`src/hw/rtl/assert_macros.svh`:
```
// ----------------------------------------------------------------------------
// assert_macros.svh
// Assertion shorthands used by the value noise top level.
// ----------------------------------------------------------------------------
`ifndef ASSERT_MACROS_SVH
`define ASSERT_MACROS_SVH

`ifndef SYNTH
// condition holds at every edge out of reset
`define VN_ASSERT(name, clk, rst, cond, msg) \
   name: assert property (@(posedge clk) disable iff (rst) (cond)) else $error(msg);
// same-cycle implication
`define VN_IMPLY(name, clk, rst, ante, cons, msg) \
   name: assert property (@(posedge clk) disable iff (rst) (ante) |-> (cons)) else $error(msg);
// next-cycle implication
`define VN_NEXT(name, clk, rst, ante, cons, msg) \
   name: assert property (@(posedge clk) disable iff (rst) (ante) |=> (cons)) else $error(msg);
`else
`define VN_ASSERT(name, clk, rst, cond, msg)
`define VN_IMPLY(name, clk, rst, ante, cons, msg)
`define VN_NEXT(name, clk, rst, ante, cons, msg)
`endif

`endif

```
`src/hw/rtl/vn3_pkg.sv`:
```
// ----------------------------------------------------------------------------
// vn3_pkg
// Constants, types and helpers of the 3-D value noise pipeline.
// ----------------------------------------------------------------------------
package vn3_pkg;

   localparam logic [63:0] GOLDEN_INC = 64'h9e3779b97f4a7c15;
   localparam logic [63:0] MUL_ONE    = 64'hbf58476d1ce4e5b9;
   localparam logic [63:0] MUL_TWO    = 64'h94d049bb133111eb;
   localparam logic [17:0] THREE_Q16  = 18'd196608;

   localparam int DIV_STEPS  = 32;   // quotient bits of the cell divide
   localparam int FRAC_BITS  = 16;   // bits of the fraction divide
   localparam int PIPE_DEPTH = 64;   // stages from accept to last blend
   localparam int CY_DELAY   = 5;
   localparam int CZ_DELAY   = 10;
   localparam int S_DELAY    = 9;

   typedef enum logic [1:0] {
      REG_SEED   = 2'd0,
      REG_SALT   = 2'd1,
      REG_PERIOD = 2'd2
   } csr_reg_type;

   typedef logic signed [15:0] sample_type;

   function automatic logic signed [16:0] blend_diff(sample_type a, sample_type b);
      return $signed({b[15], b}) - $signed({a[15], a});
   endfunction

   // a + prod/65536, rounding toward zero
   function automatic sample_type blend_sum(sample_type base, logic signed [33:0] prod);
      logic signed [33:0] adj;
      logic signed [17:0] sum;
      adj = prod[33] ? (prod + 34'sd65535) : prod;
      sum = $signed({{2{base[15]}}, base}) + $signed(adj[33:16]);
      return sum[15:0];
   endfunction

endpackage

```
`src/hw/rtl/vn3_axis.sv`:
```
// ----------------------------------------------------------------------------
// vn3_axis
// Per-axis lattice split: bit-per-stage floor divide by the cell period,
// bit-per-stage fraction divide, then the two-stage smoothstep weight.
// Cells come out of lo_ff and hi_ff after the floor fix in cell_ff; the weight comes out of prod_ff.
// ----------------------------------------------------------------------------
module vn3_axis import vn3_pkg::*; (
   input  logic               clock,
   input  logic               en,
   input  logic signed [31:0] coord,
   input  logic [16:0]        period,
   output logic [31:0]        cell_lo,
   output logic [31:0]        cell_hi,
   output logic [15:0]        weight
);

   logic        neg;
   logic [31:0] mag;
   logic [16:0] rem_ff [0:DIV_STEPS-1];
   logic [31:0] quo_ff [0:DIV_STEPS-1];
   logic        neg_ff [0:DIV_STEPS-1];

   assign neg = coord[31];
   assign mag = neg ? (~coord + 32'd1) : coord;

   for (genvar k = 0; k < DIV_STEPS; k++) begin : g_div
      logic [16:0] rem_prev;
      logic [31:0] quo_prev;
      logic        neg_prev;
      logic [17:0] cat;
      logic        ge;
      logic [16:0] rem_in;
      logic [31:0] quo_in;
      if (k == 0) begin : g_first
         assign rem_prev = '0;
         assign quo_prev = mag;
         assign neg_prev = neg;
      end else begin : g_next
         assign rem_prev = rem_ff[k-1];
         assign quo_prev = quo_ff[k-1];
         assign neg_prev = neg_ff[k-1];
      end
      assign cat    = {rem_prev, quo_prev[31]};
      assign ge     = cat >= {1'b0, period};
      assign rem_in = ge ? 17'(cat - {1'b0, period}) : cat[16:0];
      assign quo_in = {quo_prev[30:0], ge};
      always_ff @(posedge clock) begin
         if (en) begin
            rem_ff[k] <= rem_in;
            quo_ff[k] <= quo_in;
            neg_ff[k] <= neg_prev;
         end
      end
   end

   // turn the truncated quotient into a floor quotient
   logic [16:0] rem_last;
   logic [31:0] quo_last;
   logic        wrap;
   logic [31:0] cell_in, cell_ff;
   logic [16:0] frac_in, frac_ff;
   logic [31:0] lo_ff, hi_ff;
   logic [16:0] fr_ff;

   assign rem_last = rem_ff[DIV_STEPS-1];
   assign quo_last = quo_ff[DIV_STEPS-1];
   assign wrap     = neg_ff[DIV_STEPS-1] && (rem_last != 17'd0);
   assign cell_in  = wrap ? ~quo_last :
                     (neg_ff[DIV_STEPS-1] ? (~quo_last + 32'd1) : quo_last);
   assign frac_in  = wrap ? (period - rem_last) : rem_last;

   always_ff @(posedge clock) begin
      if (en) begin
         cell_ff <= cell_in;
         frac_ff <= frac_in;
         lo_ff   <= cell_ff;
         hi_ff   <= cell_ff + 32'd1;
         fr_ff   <= frac_ff;
      end
   end

   assign cell_lo = lo_ff;
   assign cell_hi = hi_ff;

   logic [16:0] trem_ff [0:FRAC_BITS-1];
   logic [15:0] tq_ff   [0:FRAC_BITS-1];

   for (genvar j = 0; j < FRAC_BITS; j++) begin : g_frac
      logic [16:0] trem_prev;
      logic [15:0] tq_prev;
      logic [17:0] cat;
      logic        ge;
      logic [16:0] trem_in;
      logic [15:0] tq_in;
      if (j == 0) begin : g_first
         assign trem_prev = fr_ff;
         assign tq_prev   = '0;
      end else begin : g_next
         assign trem_prev = trem_ff[j-1];
         assign tq_prev   = tq_ff[j-1];
      end
      assign cat     = {trem_prev, 1'b0};
      assign ge      = cat >= {1'b0, period};
      assign trem_in = ge ? 17'(cat - {1'b0, period}) : cat[16:0];
      assign tq_in   = {tq_prev[14:0], ge};
      always_ff @(posedge clock) begin
         if (en) begin
            trem_ff[j] <= trem_in;
            tq_ff[j]   <= tq_in;
         end
      end
   end

   logic [15:0] t;
   logic [31:0] sq_in, sq_ff;
   logic [17:0] lin_in, lin_ff;
   logic [33:0] prod_in, prod_ff;

   assign t       = tq_ff[FRAC_BITS-1];
   assign sq_in   = 32'(t) * 32'(t);
   assign lin_in  = THREE_Q16 - {1'b0, t, 1'b0};
   assign prod_in = 34'(sq_ff[31:16]) * 34'(lin_ff);

   always_ff @(posedge clock) begin
      if (en) begin
         sq_ff   <= sq_in;
         lin_ff  <= lin_in;
         prod_ff <= prod_in;
      end
   end

   // smoothstep never reaches 1.0, so the weight fits 16 bits
   assign weight = prod_ff[31:16];

endmodule

```
`config.mk`:
```
export PLATFORM = sky130hd
export DESIGN_NAME = vn3_axis
export DESIGN_NICKNAME = d
export VERILOG_FILES = /design/src/hw/rtl/assert_macros.svh /design/src/hw/rtl/vn3_pkg.sv /design/src/hw/rtl/vn3_axis.sv
export SDC_FILE = /design/constraint.sdc
export NUM_CORES = 2
export LEC_CHECK = 0
export BUFFER_PORTS_ARGS = -buffer_cell sky130_fd_sc_hd__buf_2
export CAP_MARGIN = 20
export CORE_MARGIN = 2
export CORE_UTILIZATION = 35
export DETAILED_ROUTE_END_ITERATION = 16
export GPL_TIMING_DRIVEN = 0
export MAX_ROUTING_LAYER = met4
export PLACE_DENSITY = 0.47
export REMOVE_ABC_BUFFERS = 1
export SYNTH_ARGS = -nofsm -noshare
export SYNTH_HDL_FRONTEND = slang
export SYNTH_SLANG_ARGS = --single-unit
```
`constraint.sdc`:
```
create_clock -name clock -period 8.1 [get_ports clock]
set_input_delay 1.215 -clock clock [delete_from_list [all_inputs] [get_ports clock]]
set_output_delay 1.215 -clock clock [all_outputs]
set_load 0.02 [all_outputs]
```
==> qor.csv <==
stage,metric,value,unit
run_status,status,"finished, final reports clean",
setup_path,r2r_cells,21,
timing,fmax,136,MHz
setup_path,start_kind,register,
grt,grt_usage,15.7,%
yosys,synth.avg_cell_area,12.2,um2
cells_and_area,layout-drive-gt1-share,11.4,%
floorplanning,start_util,35.1,%
worst_hold_path,hp-class,register to register,
grt,grt_pass1_wl,456,mm
clocking,cts_buffers,263,
setup_path,r2r_end,prod_ff[30]$_DFFE_PP_,
clocking,root_buffer,clkbuf_16,
yosys,synth_top_area_share,50.7,%
worst_hold_path,worstHoldStart,quo_ff[1][84]$_DFFE_PP_,
floorplanning,core,366000,um2
timing,slew_violations,0,
timing,clock_skew,0.0504,ns
drt,drt_drc_violations_left,0,
yosys,synth_edf_count,2170,
clocking,cts_tree,built,
yosys,yosys_warnings,0,
clocking,htreeDepth,5,
floorplanning,ioPinCount,131,
floorplanning,die_h,610,um
clocking,post_cts_resized,0,
yosys,synthTopCellsByArea,"edfxtp_1 (51%), ha_1 (9.9%), fa_1 (6.5%)",
yosys,ys.flop_type,edfxtp_1,
yosys,synth-compound-area-share,9.62,%
yosys,muxShareOfSynthArea,5.16,%
worst_hold_path,hold_depth,0,
drt,wl_per_cell,18.1,um
yosys,synth-seq-cells,2170,
clocking,post_cts_buffers,0,
drt,ant_nets,0,
drt,wirelength,286,mm
drt,routed-via-count,80300,
clocking,ctsHoldBuffers,0,
yosys,syn_inst,10500,
floorplanning,num_rows,222,
grt,grt_max_degree,175,
timing,whs,0.391,ns
floorplanning,dieArea,372000,um2
yosys,yosysTopAreaCell,edfxtp_1,
setup_path,r2r_slack,0.77,ns
setup_path,crit_fanout,16,
timing,fin_crit_sh,90.5,%
setup_path,r2r-start,lin_ff[8]$_DFFE_PP_,
yosys,synthArstFlopShare,0,%
setup_path,crit_path_end_kind,register,
placement,dp_hpwl,200,mm
timing,min_period,7.33,ns
job,maxCapViolations,0,
yosys,synth_top_family_by_area,adder cells,
grt,grt_antenna_before_repair,16,
setup_path,setup.worst_path.class,register to register,
yosys,synthXorXnorAreaFrac,4.83,%
timing,worst_pin_slew,1.06,ns
timing,rsz0062_at_grt,no,
clocking,clkSlewWorstSetupHoldPaths,0.06,ns
timing,fin_setup_tns,0,ns
setup_path,crit_arrival,7.94,ns
clocking,clock_latency,0.90,ns
drt,viasPerCell,5.08,
grt,grt_pass1_vias,81500,
drt,drtPass1Iterations,6,
yosys,syn-cell-area,128000,um2
cells_and_area,utilization,39.5,%
yosys,synth-simple-area-share,10.4,%
yosys,synth_cell_type_count,80,
clocking,cts.sinks,2170,
worst_hold_path,holdPathEnd,quo_ff[1][117]$_DFFE_PP_,
placement,numPortBuffers,130,
setup_path,crit_required,8.72,ns
yosys,synth-adder-area-share,16.4,%
timing,hold_viol_final,0,
placement,globalplace.congestion,0.848,
clocking,cts_buffer_depth,4,
timing,setup_violations,0,
timing,max_slew_margin,29.2,%
floorplanning,die_w,610,um
cells_and_area,area_growth_syn_to_layout,12.4,%
grt,gr-total-overflow,0,
drt,drtIter0Drc,4836,
yosys,seq_area_frac_synth,50.7,%
cells_and_area,layout.nets,12300,
[placed cells by master, fill, tap and decap left out, types with 26 or more instances in the layout]
cell type | synthesis | routed
edfxtp_1 | 2170 | 2170
and2_1 | 230 | 230
a31oi_1 | 43 | 34
a21oi_1 | 570 | 564
a31o_2 | 26 | 26
nand2b_1 | 83 | 83
mux2_2 | 534 | 534
inv_1 | 787 | 771
a211oi_1 | 74 | 73
ha_1 | 1012 | 1012
or3_1 | 98 | 98
buf_2 | 20 | 127
nor3_1 | 245 | 244
nand4_1 | 108 | 108
nor2b_1 | 188 | 188
o21ai_0 | 405 | 405
a211o_1 | 28 | 28
clkinv_2 | 0 | 42
buf_16 | 0 | 37
nand3_1 | 176 | 176
o41ai_1 | 52 | 50
o21bai_1 | 55 | 55
o21a_1 | 105 | 105
a21boi_0 | 72 | 72
nor4_1 | 44 | 41
clkbuf_1 | 137 | 44
o31ai_1 | 62 | 62
or2_2 | 33 | 33
clkinv_1 | 5 | 60
o211ai_1 | 39 | 39
a21o_1 | 172 | 172
and3_1 | 69 | 69
xnor2_1 | 553 | 553
nor2_1 | 708 | 708
fa_1 | 418 | 418
clkbuf_16 | 0 | 264
nand2_1 | 665 | 664
mux2i_1 | 62 | 62
xor2_1 | 155 | 155
[critical path, stage by stage (launching register included)]
cell,delay [ns]
edfxtp_1,0.71
and2_1,0.34
fa_1,0.54
inv_1,0.06
fa_1,0.53
inv_1,0.05
fa_1,0.53
fa_1,0.45
fa_1,0.54
inv_1,0.05
fa_1,0.53
inv_1,0.04
ha_1,0.30
nand4_1,0.12
a211oi_1,0.17
o21ai_0,0.15
a211o_1,0.33
a21oi_1,0.44
o211ai_1,0.32
o311ai_0,0.57
a21oi_1,0.16
xnor2_1,0.14
[cell type report]
| class | instances | area, um2 |
|---|---|---|
| Fill cell | 34400 | 221000 |
| Sequential cell | 2170 | 65200 |
| Multi-Input combinational cell | 7372 | 59800 |
| Clock buffer | 308 | 6770 |
| Tap cell | 4816 | 6030 |
| Inverter | 793 | 3020 |
| Timing Repair Buffer | 199 | 2080 |
| Clock inverter | 161 | 1510 |
| Antenna cell | 5 | 12.5 |
[flip-flops by register name, indices dropped and copies added, names as in the netlist]
register and flops:
frac_ff 17, sq_ff 17, trem_ff 255, rem_ff 544, lin_ff 16, quo_ff 1024
cell_lo 32, cell_hi 32, tq_ff 136, fr_ff 17, neg_ff 32, prod_ff 16
cell_ff 32
[cells by family after synthesis]
| group | after synthesis |
|---|---|
| and+or+nand+nor | 2739 |
| DFF | 2170 |
| AOI/OAI and AO/OA | 1899 |
| adders and majority gates | 1430 |
| buffers and inverters | 972 |
| xor gates and xnor gates | 708 |
| muxes | 596 |
[worst max path at each step]
stage | cells after the start | slack [ns] | endpoint | from
6_report | 21 | 0.77 | prod_ff[30]$_DFFE_PP_ | lin_ff[8]$_DFFE_PP_
5_1_grt | 21 | 0.27 | prod_ff[30]$_DFFE_PP_ | lin_ff[8]$_DFFE_PP_
4_1_cts | 22 | 0.68 | prod_ff[30]$_DFFE_PP_ | lin_ff[6]$_DFFE_PP_
3_5_place_dp | 20 | 0.71 | sq_ff[31]$_DFFE_PP_ | tq_ff[3][58]$_DFFE_PP_
3_3_place_gp | 1 | -29.91 | prod_ff[16]$_DFFE_PP_ | en
2_1_floorplan | 21 | 1.77 | prod_ff[30]$_DFFE_PP_ | lin_ff[8]$_DFFE_PP_
[layer usage]
metal / share of wire (%) / wire (um) / global-route usage (%) / up-vias
li1: - / - / - / 39300
met1: 47 / 135000 / 21.1 / 39100
met2: 47 / 133000 / 25.2 / 1429
met3: 3.6 / 10400 / 1.74 / 486
met4: 2.7 / 7770 / 4.34 / 0
met5: 0 / 0 / - / -
[synth_stat cells, drive strengths merged (44+ instances only)]
| cell | instances |
|---|---|
| mux2 | 534 |
| nor2b | 188 |
| nor3 | 245 |
| mux2i | 62 |
| nand2 | 665 |
| or3 | 104 |
| a21oi | 570 |
| and2 | 230 |
| o31ai | 76 |
| o21ai | 412 |
| o41ai | 57 |
| inv | 788 |
| a21boi | 72 |
| nand4 | 108 |
| clkbuf | 137 |
| edfxtp | 2170 |
| nand3 | 176 |
| fa | 418 |
| and3 | 69 |
| a31oi | 44 |
| nand2b | 83 |
| ha | 1012 |
| nor2 | 708 |
| o21a | 105 |
| a211oi | 74 |
| xor2 | 155 |
| a21o | 172 |
| nor4 | 45 |
| o21bai | 55 |
| xnor2 | 553 |
[through the flow]
step / area (um2) / cells / worst slack, ns
finish: 144000 / 15800 / 0.773
global route: 144000 / 15800 / 0.269
CTS: 144000 / 15800 / 0.679
detailed placement: 136000 / 15300 / 0.708
global placement: 134000 / 15300 / -29.91
floorplan: 128000 / 10300 / 1.77
Power is not shown: default switching activity piles up to over one toggle a cycle in this logic, so the estimate is an artifact.
